$ cat src/hw/rtl/r2fft_ram.sv
// ---------------------------------------------------------------------------
// r2fft_ram
// generic simple dual-port ram, one write port, one registered read port
// ---------------------------------------------------------------------------
module r2fft_ram #(
    parameter int WIDTH = 44,
    parameter int DEPTH = 64
) (
    input  logic                     aclk,
    input  logic                     we,
    input  logic [$clog2(DEPTH)-1:0] waddr,
    input  logic [WIDTH-1:0]         wdata,
    input  logic [$clog2(DEPTH)-1:0] raddr,
    output logic [WIDTH-1:0]         rdata
);

    logic [WIDTH-1:0] mem [0:DEPTH-1];

    always_ff @(posedge aclk) begin
        if (we) begin
            mem[waddr] <= wdata;
        end
        rdata <= mem[raddr];
    end

endmodule

$ cat config.mk
export PLATFORM = sky130hd
export DESIGN_NAME = r2fft_ram
export DESIGN_NICKNAME = d
export VERILOG_FILES = /design/src/hw/rtl/r2fft_ram.sv
export SDC_FILE = /design/constraint.sdc
export NUM_CORES = 2
export LEC_CHECK = 0
export BUFFER_PORTS_ARGS = -buffer_cell sky130_fd_sc_hd__buf_2
export CAP_MARGIN = 20
export CORE_UTILIZATION = 35
export CTS_CLUSTER_SIZE = 16
export DETAILED_ROUTE_END_ITERATION = 8
export GPL_ROUTABILITY_DRIVEN = 0
export RECOVER_POWER = 25
export SETUP_SLACK_MARGIN = 0.2
export SYNTH_ARGS = -nofsm -noshare
export SYNTH_HDL_FRONTEND = slang
export SYNTH_SLANG_ARGS = --single-unit
$ cat constraint.sdc
create_clock -name aclk -period 8.9 [get_ports aclk]
set_input_delay 1.335 -clock aclk [delete_from_list [all_inputs] [get_ports aclk]]
set_output_delay 1.335 -clock aclk [all_outputs]
set_load 0.03 [all_outputs]
Word level (Yosys, flattened, before mapping)
Memories as Yosys holds them, arrays and structs flattened. A register that Yosys moved wholly into a read port is not among the register bits. Index checks and enable logic that the tools add are counted.

Multiplexer cells: 2.

Operator list (number): $mux W1 (2).

Flip-flop bits (word level): 0. RAM bits: 2816. Input bits: 58. Output and inout bits: 44. Logic and storage cells: 3. Memories: 1.

Memory list: mem (words 64, width 44, read ports 1, clocked after memory_dff 1, write ports 1, line 17) `logic [WIDTH-1:0] mem [0:DEPTH-1];`.

Logic depth before layout (Yosys ltp)
Word-level depth: 2. Gate-level depth with buffers: 10. Gate-level depth less buffers: 5.

Worst setup path after synthesis
No wires, ideal clock.

Path kind: input to register. Start point: input port waddr[3]. End point: memory mem[48][0] (enable). Library setup time: 0.500 ns. Arrival: 4.865 ns. Data required time: 8.400 ns. Setup slack: 3.535 ns. Stages on the path: 4. Path buffers: 1. Cell sequence: clkbuf_1 nor2b_1 nand4b_1 nor3_1.

RTL lines: start: declaration (line 11) `input logic [$clog2(DEPTH)-1:0] waddr,`; end: declaration (line 17).

Straight into the memory's write port.

==> flow_metrics.env <==
export IMPL_dr_first_iter_drc_count=6081
export IMPL_cts_root_buf="clkbuf_16"
export IMPL_synth_async_reset_ratio_pct=0
export IMPL_ctsResizeCount=0
export IMPL_synth_distinct_cells=38
export IMPL_antenna_found_initial=22
export IMPL_synth_area_leaders="edfxtp_1 (79%), mux4_2 (15%), dfxtp_1 (0.82%), mux2i_1 (0.60%), o22ai_1 (0.58%)"
export IMPL_hp_class="primary input to flop"
export IMPL_hold_viol_final=0
export IMPL_syn_area_per_cell_um2=23.6
export IMPL_worst_pin_slew_ps=2600
export IMPL_dpl_hpwl_um=152000
export IMPL_numCtsBuffers=281
export IMPL_cts_setup_buffers=0
export IMPL_netlist_area_um2=107000
export IMPL_cts_tree="done"
export IMPL_worstPathRequired_ps=9580
export IMPL_grt_max_degree=129
export IMPL_violations="capacitance limit, slew limit"
export IMPL_syn_inst=4547
export IMPL_rsz0062_at_grt="no"
export IMPL_skew_ps=48.4
export IMPL_row_count=202
export IMPL_track_usage_pct=18.5
export IMPL_first_global_vias=51811
export IMPL_r2r_end="rdata[17]"
export IMPL_grt_pass1_wl_um=405000
export IMPL_maxSlewViolCount=1306
export IMPL_power_density_nw_per_um2=226
export IMPL_power_leakage_nw=37.1
export IMPL_outcome="finished, violations left"
export IMPL_io_buffers=101
export IMPL_wl_per_cell_um=31.7
export IMPL_die_w_um=556
export IMPL_ys_warn_count=0
export IMPL_start_kind="primary input"
export IMPL_cts_htree_levels=5
export IMPL_total_power_mw=27.6
export IMPL_final_layout_size_suffix_gt1_share_pct=27.1
export IMPL_nets=4898
export IMPL_clockBufferDepth=4
export IMPL_synth_edf_count=2816
export IMPL_path_clk_slew_ps=60
export IMPL_synth_top_cell_area_share_pct=78.8
export IMPL_yosysSeqAreaShare_pct=79.6
export IMPL_ys_flop_type="edfxtp_1"
export IMPL_setup_viol=0
export IMPL_fmaxAchievable_mhz=230
export IMPL_routed_via_count=50859
export IMPL_core_um2=304000
export IMPL_synth_top_area_cell="edfxtp_1"
export IMPL_drt_first_pass_iters=6
export IMPL_die_area_um2=309000
export IMPL_cp_arrival_ps=5040
export IMPL_synth_seq_cells=2860
export IMPL_worst_path_max_fanout=71
export IMPL_path_class="primary input to flop"
export IMPL_fin_tns_setup_ps=0
export IMPL_crit_path_end="rdata[17]"
export IMPL_slew_headroom_pct=-73.0
export IMPL_start_util_pct=35.3
export IMPL_ant_nets=0
export IMPL_worstSkewPairLatency_ps=840
export IMPL_finalCritPeriodShare_pct=48.9
export IMPL_ios=102
export IMPL_route_detailed_drc=0
export IMPL_crit_start="raddr[2]"
export IMPL_r2r_start="mem[45][17]"
export IMPL_overflow=0
export IMPL_viasPerCell=5.57
export IMPL_ir_worst_vdd_mv=0.138
export IMPL_clock_sinks=2860
export IMPL_synthTopCellsByCount="edfxtp_1 (2816), mux4_2 (697), clkbuf_1 (124), nor2_1 (107), o22ai_1 (99)"
export IMPL_drv_cap=23
export IMPL_worstRegToRegCells=5
export IMPL_fin_crit_ps=4350
export IMPL_r2r_slack_ps=6720
export IMPL_synth_most_common_cell="edfxtp_1"
export IMPL_syn_nets=4605
export IMPL_cp_end_kind="flop"
export IMPL_die_h_um=556
export IMPL_hold_buffers=0
export IMPL_wl_um=289000
export IMPL_areaGrowthSynthToFinish_pct=13.8
==> cells by family (layout without fill, tap and decap cells) <==
kind of cell	count (synthesis)	count (layout)	synth area share (%)
buffers and inverters	264	760	1.22
and+or+nand+nor	226	226	0.994
AOI/OAI and AO/OA	429	429	2.89
other	0	14	0
DFF	2860	2860	79.6
muxes	768	768	15.3
==> state kept, by name, summed over array words and instances (netlist names) <==
name   flops
rdata     44
mem     2816
==> worst max-delay path, cell delays in order <==
cell      delay (ps)
buf_8            200
buf_4            590
nor2b_4          950
buf_4            850
a22o_1           280
a221oi_1          50
a221oi_1         390
==> cell type report <==
class	count	area [um2]
repair buffers	274	1960
fillers	26352	182000
clock buffers	371	7610
well taps	4080	5100
flip-flops and latches	2860	85400
multi-input cells	1423	21100
clock inverters	115	911
diodes	14	35.0
==> layout by cell type (no fill, tap or decap), types with 68 or more instances in the layout <==
cell type,count
edfxtp_1,2816
mux4_2,697
clkbuf_16,288
buf_4,132
clkbuf_1,123
o22ai_1,99
buf_2,71
a22o_1,70
a221oi_1,69
a21oi_1,68
==> per-stage QoR <==
| stage | hold slack, ps | setup slack, ps | utilization, % | std cells | instance area, um2 |
|---|---|---|---|---|---|
| after detailed placement | 855 | 3770 | 37.3 | 8609 | 113000 |
| final | 833 | 4550 | 40.2 | 9137 | 122000 |
| after CTS | 863 | 4600 | 40.1 | 9095 | 122000 |
| after global routing | 819 | 4540 | 40.2 | 9128 | 122000 |
| after floorplan | 783 | 3540 | - | 4547 | 107000 |
| after global placement | 835 | 3790 | 37.3 | 8602 | 113000 |
==> how the worst min path moves through the flow <==
stage	start	cells past startpoint	slack, ps	endpoint
global route	wdata[40]	1	820	mem[48][40]
detailed placement	mem[0][14]	5	850	rdata[14]
floorplan	mem[6][14]	5	780	rdata[14]
global placement	mem[14][14]	5	840	rdata[14]
finish	wdata[40]	1	830	mem[53][40]
CTS	mem[0][14]	5	860	rdata[14]
==> routing by layer <==
layer  wire length [um]  vias to the layer above  track usage [%]
met3              22500                      402             3.24
met2             146000                     2185             31.7
met4               8190                       12             5.30
met5                 63                        -                0
li1                   -                    20278                -
met1             112000                    27982             24.2
==> where the power goes <==
part	total [mW]	leakage, nW	internal (mW)	switching, mW
Sequential	15.0	25.7	14.9	0.0695
Combinational	1.32	7.21	0.460	0.863
Clock	11.3	4.15	6.39	4.88
Total	27.6	37.1	21.8	5.82
Power figures use the tool's default switching activity.
