===== src/hw/rtl/r2fft_pkg.sv =====
// ---------------------------------------------------------------------------
// r2fft_pkg
// shared types, constants and helpers of the radix-2 fft frame engine
// ---------------------------------------------------------------------------
package r2fft_pkg;

    localparam int BIN_W      = 22;
    localparam int ENTRY_W    = 2 * BIN_W;
    localparam int SUM_W      = 26;
    localparam int Z_W        = 24;
    localparam int MAX_ADDR_W = 6;

    // sin(2*pi*m/64) for m = 0..16, unsigned q1.23
    localparam logic [23:0] SINE_ROM [0:16] = '{
        24'd0,       24'd822227,  24'd1636536, 24'd2435084, 24'd3210181,
        24'd3954362, 24'd4660461, 24'd5321677, 24'd5931642, 24'd6484482,
        24'd6974873, 24'd7398092, 24'd7750063, 24'd8027397, 24'd8227423,
        24'd8348215, 24'd8388608
    };

    localparam logic signed [SUM_W-1:0] BIN_HI = SUM_W'((1 << (BIN_W - 1)) - 1);
    localparam logic signed [SUM_W-1:0] BIN_LO = -SUM_W'(1 << (BIN_W - 1));

    typedef enum logic [3:0] {
        ST_CLEAR,
        ST_LOAD,
        ST_PERM,
        ST_PERM_END,
        ST_BF_ISSUE,
        ST_BF_DRAIN,
        ST_EMIT_RD,
        ST_EMIT_LD,
        ST_EMIT_WT
    } state_t;

    typedef enum logic {
        CFG_LOG2_SIZE    = 1'b0,
        CFG_INVERSE_MODE = 1'b1
    } cfg_index_t;

    // one read slot of a butterfly, top or bottom operand
    typedef struct packed {
        logic                  valid;
        logic                  bot;
        logic [MAX_ADDR_W-1:0] top_addr;
        logic [MAX_ADDR_W-1:0] bot_addr;
        logic [5:0]            tw_idx;
    } bf_issue_t;

    typedef struct packed {
        logic                    en;
        logic [MAX_ADDR_W-1:0]   addr;
        logic signed [BIN_W-1:0] re;
        logic signed [BIN_W-1:0] im;
    } bf_wr_t;

    function automatic logic signed [BIN_W-1:0] sat_bin(input logic signed [SUM_W-1:0] v);
        logic signed [SUM_W-1:0] r;
        if (v > BIN_HI) begin
            r = BIN_HI;
        end else if (v < BIN_LO) begin
            r = BIN_LO;
        end else begin
            r = v;
        end
        return r[BIN_W-1:0];
    endfunction

endpackage


===== src/hw/rtl/r2fft_bfly.sv =====
// ---------------------------------------------------------------------------
// r2fft_bfly
// pipelined butterfly: twiddle lookup, complex multiply, round, add/sub
// ---------------------------------------------------------------------------
module r2fft_bfly #(
    parameter int TWIDDLE_BITS = 16
) (
    input  logic                               aclk,
    input  logic                               aresetn,
    input  r2fft_pkg::bf_issue_t               issue,
    input  logic [r2fft_pkg::ENTRY_W-1:0]      rdata,
    output r2fft_pkg::bf_wr_t                  wr,
    output logic                               busy
);
    import r2fft_pkg::*;

    localparam int TW_W    = TWIDDLE_BITS + 1;
    localparam int SH      = 24 - TWIDDLE_BITS;
    localparam int TW_HALF = (SH > 0) ? (1 << (SH - 1)) : 0;
    localparam int PROD_W  = BIN_W + TW_W;
    localparam int RSUM_W  = PROD_W + 1;

    localparam logic signed [RSUM_W-1:0] RND = RSUM_W'(1) <<< (TWIDDLE_BITS - 2);

    function automatic logic signed [TW_W-1:0] tw_scale(input logic [23:0] mag,
                                                        input logic neg);
        logic [24:0]            r;
        logic signed [TW_W-1:0] v;
        r = ({1'b0, mag} + 25'(TW_HALF)) >> SH;
        v = TW_W'(r);
        return neg ? -v : v;
    endfunction

    // twiddle for the issuing beat
    logic [1:0]             q;
    logic [3:0]             r;
    logic [23:0]            sn, cs;
    logic signed [TW_W-1:0] wr_next, wi_next;

    always_comb begin
        q  = issue.tw_idx[5:4];
        r  = issue.tw_idx[3:0];
        sn = SINE_ROM[5'(r)];
        cs = SINE_ROM[5'd16 - {1'b0, r}];
        case (q)
            2'd0: begin
                wr_next = tw_scale(cs, 1'b0);
                wi_next = tw_scale(sn, 1'b0);
            end
            2'd1: begin
                wr_next = tw_scale(sn, 1'b1);
                wi_next = tw_scale(cs, 1'b0);
            end
            2'd2: begin
                wr_next = tw_scale(cs, 1'b1);
                wi_next = tw_scale(sn, 1'b1);
            end
            default: begin
                wr_next = tw_scale(sn, 1'b0);
                wi_next = tw_scale(cs, 1'b1);
            end
        endcase
    end

    // stage 1: read data arrives
    bf_issue_t              d1_reg;
    logic signed [TW_W-1:0] wr_reg, wi_reg;
    logic signed [BIN_W-1:0] a_re_reg, a_im_reg;
    logic signed [BIN_W-1:0] b_re, b_im;

    assign b_re = rdata[ENTRY_W-1:BIN_W];
    assign b_im = rdata[BIN_W-1:0];

    // stage 2: products
    logic                    d2_v_reg;
    logic [MAX_ADDR_W-1:0]   d2_top_reg, d2_bot_reg;
    logic signed [BIN_W-1:0] a2_re_reg, a2_im_reg;
    logic signed [PROD_W-1:0] p_rr_reg, p_ii_reg, p_ri_reg, p_ir_reg;

    // stage 3: rounded product
    logic                    d3_v_reg;
    logic [MAX_ADDR_W-1:0]   d3_top_reg, d3_bot_reg;
    logic signed [BIN_W-1:0] a3_re_reg, a3_im_reg;
    logic signed [Z_W-1:0]   z_re_reg, z_im_reg;
    logic signed [RSUM_W-1:0] s_re, s_im, s_re_sh, s_im_sh;

    // stage 4: bottom write
    logic                    d4_v_reg;
    logic [MAX_ADDR_W-1:0]   d4_addr_reg;
    logic signed [BIN_W-1:0] d4_re_reg, d4_im_reg;

    logic signed [BIN_W-1:0] top_re, top_im, bot_re, bot_im;

    always_comb begin
        s_re    = RSUM_W'(p_rr_reg) - RSUM_W'(p_ii_reg) + RND;
        s_im    = RSUM_W'(p_ri_reg) + RSUM_W'(p_ir_reg) + RND;
        s_re_sh = s_re >>> (TWIDDLE_BITS - 1);
        s_im_sh = s_im >>> (TWIDDLE_BITS - 1);
        top_re  = sat_bin(SUM_W'(a3_re_reg) + SUM_W'(z_re_reg));
        top_im  = sat_bin(SUM_W'(a3_im_reg) + SUM_W'(z_im_reg));
        bot_re  = sat_bin(SUM_W'(a3_re_reg) - SUM_W'(z_re_reg));
        bot_im  = sat_bin(SUM_W'(a3_im_reg) - SUM_W'(z_im_reg));
    end

    always_ff @(posedge aclk) begin
        if (!aresetn) begin
            d1_reg.valid <= 1'b0;
            d2_v_reg     <= 1'b0;
            d3_v_reg     <= 1'b0;
            d4_v_reg     <= 1'b0;
        end else begin
            d1_reg.valid <= issue.valid;
            d2_v_reg     <= d1_reg.valid && d1_reg.bot;
            d3_v_reg     <= d2_v_reg;
            d4_v_reg     <= d3_v_reg;
        end
        d1_reg.bot      <= issue.bot;
        d1_reg.top_addr <= issue.top_addr;
        d1_reg.bot_addr <= issue.bot_addr;
        d1_reg.tw_idx   <= issue.tw_idx;
        wr_reg          <= wr_next;
        wi_reg          <= wi_next;
        if (d1_reg.valid && !d1_reg.bot) begin
            a_re_reg <= b_re;
            a_im_reg <= b_im;
        end
        p_rr_reg   <= b_re * wr_reg;
        p_ii_reg   <= b_im * wi_reg;
        p_ri_reg   <= b_re * wi_reg;
        p_ir_reg   <= b_im * wr_reg;
        a2_re_reg  <= a_re_reg;
        a2_im_reg  <= a_im_reg;
        d2_top_reg <= d1_reg.top_addr;
        d2_bot_reg <= d1_reg.bot_addr;
        z_re_reg   <= s_re_sh[Z_W-1:0];
        z_im_reg   <= s_im_sh[Z_W-1:0];
        a3_re_reg  <= a2_re_reg;
        a3_im_reg  <= a2_im_reg;
        d3_top_reg <= d2_top_reg;
        d3_bot_reg <= d2_bot_reg;
        d4_addr_reg <= d3_bot_reg;
        d4_re_reg  <= bot_re;
        d4_im_reg  <= bot_im;
    end

    // top result goes out first, bottom in the cycle after
    always_comb begin
        if (d3_v_reg) begin
            wr.en   = 1'b1;
            wr.addr = d3_top_reg;
            wr.re   = top_re;
            wr.im   = top_im;
        end else begin
            wr.en   = d4_v_reg;
            wr.addr = d4_addr_reg;
            wr.re   = d4_re_reg;
            wr.im   = d4_im_reg;
        end
    end

    assign busy = d1_reg.valid || d2_v_reg || d3_v_reg || d4_v_reg;

    a_wr_no_overlap: assert property (@(posedge aclk) disable iff (!aresetn)
        !(d3_v_reg && d4_v_reg))
        else $error("top and bottom write in the same cycle");

    a_bot_follows_top: assert property (@(posedge aclk) disable iff (!aresetn)
        d3_v_reg |=> d4_v_reg)
        else $error("bottom write missing after top write");

    a_products_from_bot: assert property (@(posedge aclk) disable iff (!aresetn)
        d2_v_reg |-> $past(issue.valid, 2) && $past(issue.bot, 2))
        else $error("product stage without a bottom read");

endmodule


===== config.mk =====
export PLATFORM = sky130hd
export DESIGN_NAME = r2fft_bfly
export DESIGN_NICKNAME = d
export VERILOG_FILES = /design/src/hw/rtl/r2fft_pkg.sv /design/src/hw/rtl/r2fft_bfly.sv
export SDC_FILE = /design/constraint.sdc
export NUM_CORES = 2
export LEC_CHECK = 0
export ABC_AREA = 1
export BUFFER_PORTS_ARGS = -buffer_cell sky130_fd_sc_hd__buf_4
export CAP_MARGIN = 20
export CORE_ASPECT_RATIO = 1.4
export CORE_UTILIZATION = 55
export DETAILED_ROUTE_END_ITERATION = 7
export PLACE_DENSITY = 0.71
export SLEW_MARGIN = 10
export SYNTH_ARGS = -nofsm -noshare
export SYNTH_HDL_FRONTEND = slang
export SYNTH_SLANG_ARGS = --single-unit

===== constraint.sdc =====
create_clock -name aclk -period 8.6 [get_ports aclk]
set_input_delay 1.72 -clock aclk [delete_from_list [all_inputs] [get_ports aclk]]
set_output_delay 1.72 -clock aclk [all_outputs]
set_load 0.005 [all_outputs]

## Yosys cells after proc, flatten, opt, wreduce, memory -nomap -nowiden

Memory sizes are Yosys's and may differ from the RTL's.
Index checks and enable logic that the tools add are counted.

- Muxes and demuxes: 13
- Reduce and logical (&&, ||, !) cells: 7
- Add/subtract/negate cells: 13
- Bitwise gates (word level): 2
- $lt $le $gt $ge: 10
- Equal/unequal tests: 2
- Multipliers: 4

Operators by type and width:

| operator | count |
|---|---|
| multiplier 22 x 17 -> 39 bit | 4 |
| 2-to-1 mux 22 bit | 6 |
| case mux 17 bit (3 select lines) | 2 |
| greater-than comparator 25 x 22 -> 1 bit, second input constant | 4 |
| less-than comparator 25 x 22 -> 1 bit, second input constant | 4 |
| 2-to-1 mux 24 bit | 4 |
| adder 39 x 16 -> 39 bit, second input constant | 2 |
| 2-to-1 mux 51 bit | 1 |
| adder 22 x 24 -> 25 bit | 2 |
| adder 24 x 8 -> 25 bit, second input constant | 2 |
| subtractor 22 x 24 -> 25 bit | 2 |
| adder 39 bit | 1 |
| subtractor 39 bit | 1 |
| negator 17 bit | 2 |
| greater-or-equal comparator 6 bit, second input constant | 2 |
| inverter 4 -> 6 bit | 1 |
| inverter 5 -> 6 bit | 1 |
| subtractor 5 x 4 -> 5 bit, first input constant | 1 |
| logical OR 1 bit | 3 |
| equality test 2 x 1 -> 1 bit, second input constant | 1 |
| equality test 2 bit, second input constant | 1 |
| logical AND 1 bit | 2 |
| zero test 2 bit | 1 |
| zero test 1 bit | 1 |

- Logic and storage cells: 81
- Output and inout bits: 52
- Register bits: 461
- Bits in read-only memories: 1536
- Memories kept: 2

Memory list:

| name | words | width | rd ports | clocked after Yosys merged registers in | wr ports | RTL line | RTL |
|---|---|---|---|---|---|---|---|
| (no name shown) | 32 | 24 | 1 | 0 | 0 | r2fft_bfly.sv:44 | `cs = SINE_ROM[5'd16 - {1'b0, r}];` |
| (no name shown) | 32 | 24 | 1 | 0 | 0 | r2fft_bfly.sv:43 | `sn = SINE_ROM[5'(r)];` |

## Depth between registers and ports, before layout

- Depth after elaboration: 8
- Mapped depth: 31
- Mapped depth without buffers: 29

## Worst setup path before layout

No wires, ideal clock.

- Path kind: input-to-reg
- From: input rdata[35] (netlist name)
- To: register p_ri_reg[37]
- Data arrival time: 7.211 ns
- Cell stages on the path: 26
- Buffers on the path: 2
- Data required time: 8.488 ns
- Path slack: 1.277 ns
- Cell sequence: clkbuf_1 clkbuf_1 nand2_1 fa_1 inv_1 fa_1 inv_1 fa_1 inv_1 fa_1 inv_1 fa_1 inv_1 fa_1 ha_1 nand2_1 nor4_1 a21oi_1 nor3_1 nor2_1 o21ai_0 nand2_1 nand2_1 nand2_1 nand3_1 nand2_1

- Cells in the longest elaborated chain, start to end: 1

RTL lines:

| what | RTL line | RTL |
|---|---|---|
| from (decl) | r2fft_bfly.sv:11 | `input logic [r2fft_pkg::ENTRY_W-1:0] rdata,` |
| multiplier 22 x 17 -> 39 bit | r2fft_bfly.sv:129 | `p_ri_reg <= b_re * wi_reg;` |
| to (signal assigned) | r2fft_bfly.sv:129 |  |
| to (decl) | r2fft_bfly.sv:78 | `logic signed [PROD_W-1:0] p_rr_reg, p_ii_reg, p_ri_reg, p_ir_reg;` |

Every way passes these cells.
A chain may end at the register's enable or synchronous reset.

## Worst setup path in the final report

- From: input rdata[32] (netlist name)
- To: register p_ri_reg[28]

Same word-level chain as after synthesis.

==> run metrics <==
Initial DRT Pass Iterations 6; Slew Limit Headroom 0.211; Die H 449 um; final period utilization 0.866; Sum Neg Setup Slack 0 ns; GR Overflow Total 0; area grow syn2layout 5.36%; Skew-Pair Late Insertion Delay 0.68 ns; post_cts resized 0; critical path launch point type input pin; io pins ~120; hpwl dp 185000 um; Tmin final 7.45 ns; DR WL/cell 19.4 um; via count approximately 62000; critical path capture point type register; Netlist cell types 65; layout cells sized above 1 0.0443; endpoints failing hold 0; Detail Route Antenna Nets 0; Critical Path AT 8.06 ns; TritonCTS clock tree built; # DRC 0; I/O Buffers 117; Cell Area, Synth 0.0786 mm2; fin area 0.0829 mm2; Critical Path Fanout Max 35; core area approximately 0.14 mm2; vias in the first global route between 60000 and 70000; outcome finished, final reports clean; Post-DP Area approximately 0.08 mm2; hold crit path type register to register; Max Cap Viol 0; clk slew on worst S/H paths 0.07 ns; initial antenna violation count 12; routed wire length 224000 um; # H-tree levels 2; Initial Util 0.556; RSZ-0062 raised after global routing false; measured slew at the worst slew-check pin 1.18 ns; syn nets 11964; Yosys warnings 0; final setup fails 0; Final Max Tran Viols 0; area of the multi-input gates ~0.057 mm2; die footprint 0.145 mm2; worst-case clock buffer depth 3; Setup Fix Bufs, Post-CTS 0; Hold-fix buffers, CTS 0; Post-Syn Instances between 9000 and 10000; die span in x 322 um; Core Rows approximately 160; largest net degree at the start of global routing 52; main flop type after synthesis dfxtp_1; Tot GR Track Use 0.320; vias per std cell 5.34; nets@finish roughly 12000; global-route wire length before repair 357000 um; worst path required time just over 9 ns; achievable frequency 0.134 GHz; CTS buffer count 50; Avg Cell Area, Syn around 8 um2; Placer Congestion 0.948; Post-synth ARST share 0; Worst Skew 0.0392 ns; root buffer cell clkbuf_16; Register Area 0.00971 mm2; part of the Yosys area used for sequential elements 0.123; initial DRC count a little over 4000; critical path type input pin to register; clock sinks between 400 and 500; filler instances 12798; Post-synth EDFFs 44; number of synthesized register bits 461
-- final timing paths --
path             endpoint         start  cells past startpoint  slack, ns
min reg2reg  a3_re_reg[7]  a2_re_reg[7]                      0       0.32
min          a3_re_reg[7]  a2_re_reg[7]                      0       0.32
max          p_ri_reg[28]     rdata[32]                     23       1.15
max reg2reg  p_ii_reg[28]     wi_reg[2]                     22       1.53
-- layout by cell type (no fill, tap or decap), types with 19 or more instances in the layout --
master | Yosys | routed
dfxtp_2 | 0 | 29
nand3_1 | 144 | 144
o21bai_1 | 19 | 19
clkbuf_16 | 0 | 51
dfxtp_1 | 417 | 388
nor3_1 | 47 | 47
ha_1 | 635 | 635
edfxtp_1 | 44 | 44
o21ai_0 | 237 | 237
nand2_1 | 2163 | 2163
nor4_1 | 22 | 22
inv_1 | 2625 | 2625
fa_1 | 1488 | 1488
xor2_1 | 215 | 215
xnor2_1 | 105 | 105
nand4_1 | 39 | 39
o21a_1 | 29 | 29
buf_4 | 2 | 207
a21oi_1 | 419 | 419
nor2_1 | 424 | 423
a21o_1 | 30 | 30
a31oi_1 | 36 | 36
-- layer usage --
metal	up-vias	wire length, um	global-route usage
li1	28160	-	-
met4	2	17400	0.206
met2	2190	112000	0.562
met3	702	13200	0.0380
met1	30705	81300	0.367
met5	-	13	0
-- kinds of logic after synthesis --
logic type      count (synthesis)  share of synthesized area
buf+inv                      3049                      0.147
simple gates                 2925                      0.150
fa+ha+maj                    2123                      0.480
compound gates                896                     0.0642
flops                         461                      0.123
xor+xnor                      321                     0.0358
-- layout make-up --
class / count / area share
multi-input cells: 6265 / 0.693
flip-flops and latches: 461 / 0.117
diodes: 1 / 0.0000302
repair buffers: 209 / 0.0192
well taps: 1897 / 0.0286
clock inverters: 31 / 0.00556
clock buffers: 62 / 0.0167
inverters: 2640 / 0.120
-- worst max-delay path, stage by stage --
cell      delay [ns]
buf_4           0.43
nand2_1         0.16
fa_1            0.54
fa_1            0.58
fa_1            0.45
fa_1            0.55
inv_1           0.05
fa_1            0.51
inv_1           0.07
fa_1            0.50
inv_1           0.05
ha_1            0.35
nand2_1         0.10
nor2_1          0.13
o21ai_0         0.11
o211ai_1        0.12
nor2_1          0.09
o21ai_0         0.54
a21boi_0        0.34
o21ai_0         0.35
nand2_1         0.08
nand2_1         0.08
xor2_1          0.14
-- Yosys cell counts (4+ instances only) --
cell       instances  share of area
a21boi_0          16         0.0015
a21o_1            30         0.0029
a21oi_1          419          0.027
a221oi_1          12         0.0013
a31o_2             4        0.00045
a31oi_1           36         0.0029
and2_1             4        0.00032
buf_1              5        0.00024
buf_2             38         0.0024
buf_6              5        0.00072
clkbuf_1         355          0.017
dfxtp_1          417           0.11
edfxtp_1          44          0.017
fa_1            1488           0.38
ha_1             635           0.10
inv_1           2625           0.13
inv_2             11        0.00053
nand2_1         2163           0.10
nand2_2           18         0.0014
nand3_1          144         0.0092
nand3_2           13         0.0017
nand3_4            6         0.0013
nand3b_1           4        0.00038
nand4_1           39         0.0031
nor2_1           424          0.020
nor2_2            10        0.00080
nor2_4             7         0.0010
nor3_1            47         0.0030
nor4_1            22         0.0018
o2111ai_1          8        0.00089
o211ai_1          18         0.0017
o21a_1            29         0.0028
o21ai_0          237          0.015
o21ai_1           17         0.0011
o21ai_2            4        0.00045
o21bai_1          19         0.0018
o221ai_1           5        0.00056
o22ai_1           14         0.0011
o31ai_1           11         0.0011
or2_2             11        0.00088
xnor2_1          105          0.012
xor2_1           215          0.024
-- stage by stage --
step	std cells	setup WS, ns	utilization	hold slack [ns]
after floorplan	9775	1.28	-	0.310
after global placement	11472	0.645	0.573	0.310
after detailed placement	11472	0.542	0.573	0.312
after CTS	11565	1.23	0.586	0.324
after global routing	11566	0.704	0.586	0.329
final	11566	1.15	0.586	0.322
Power is not shown: default switching activity piles up to over one toggle a cycle in this logic, so the estimate is an artifact.
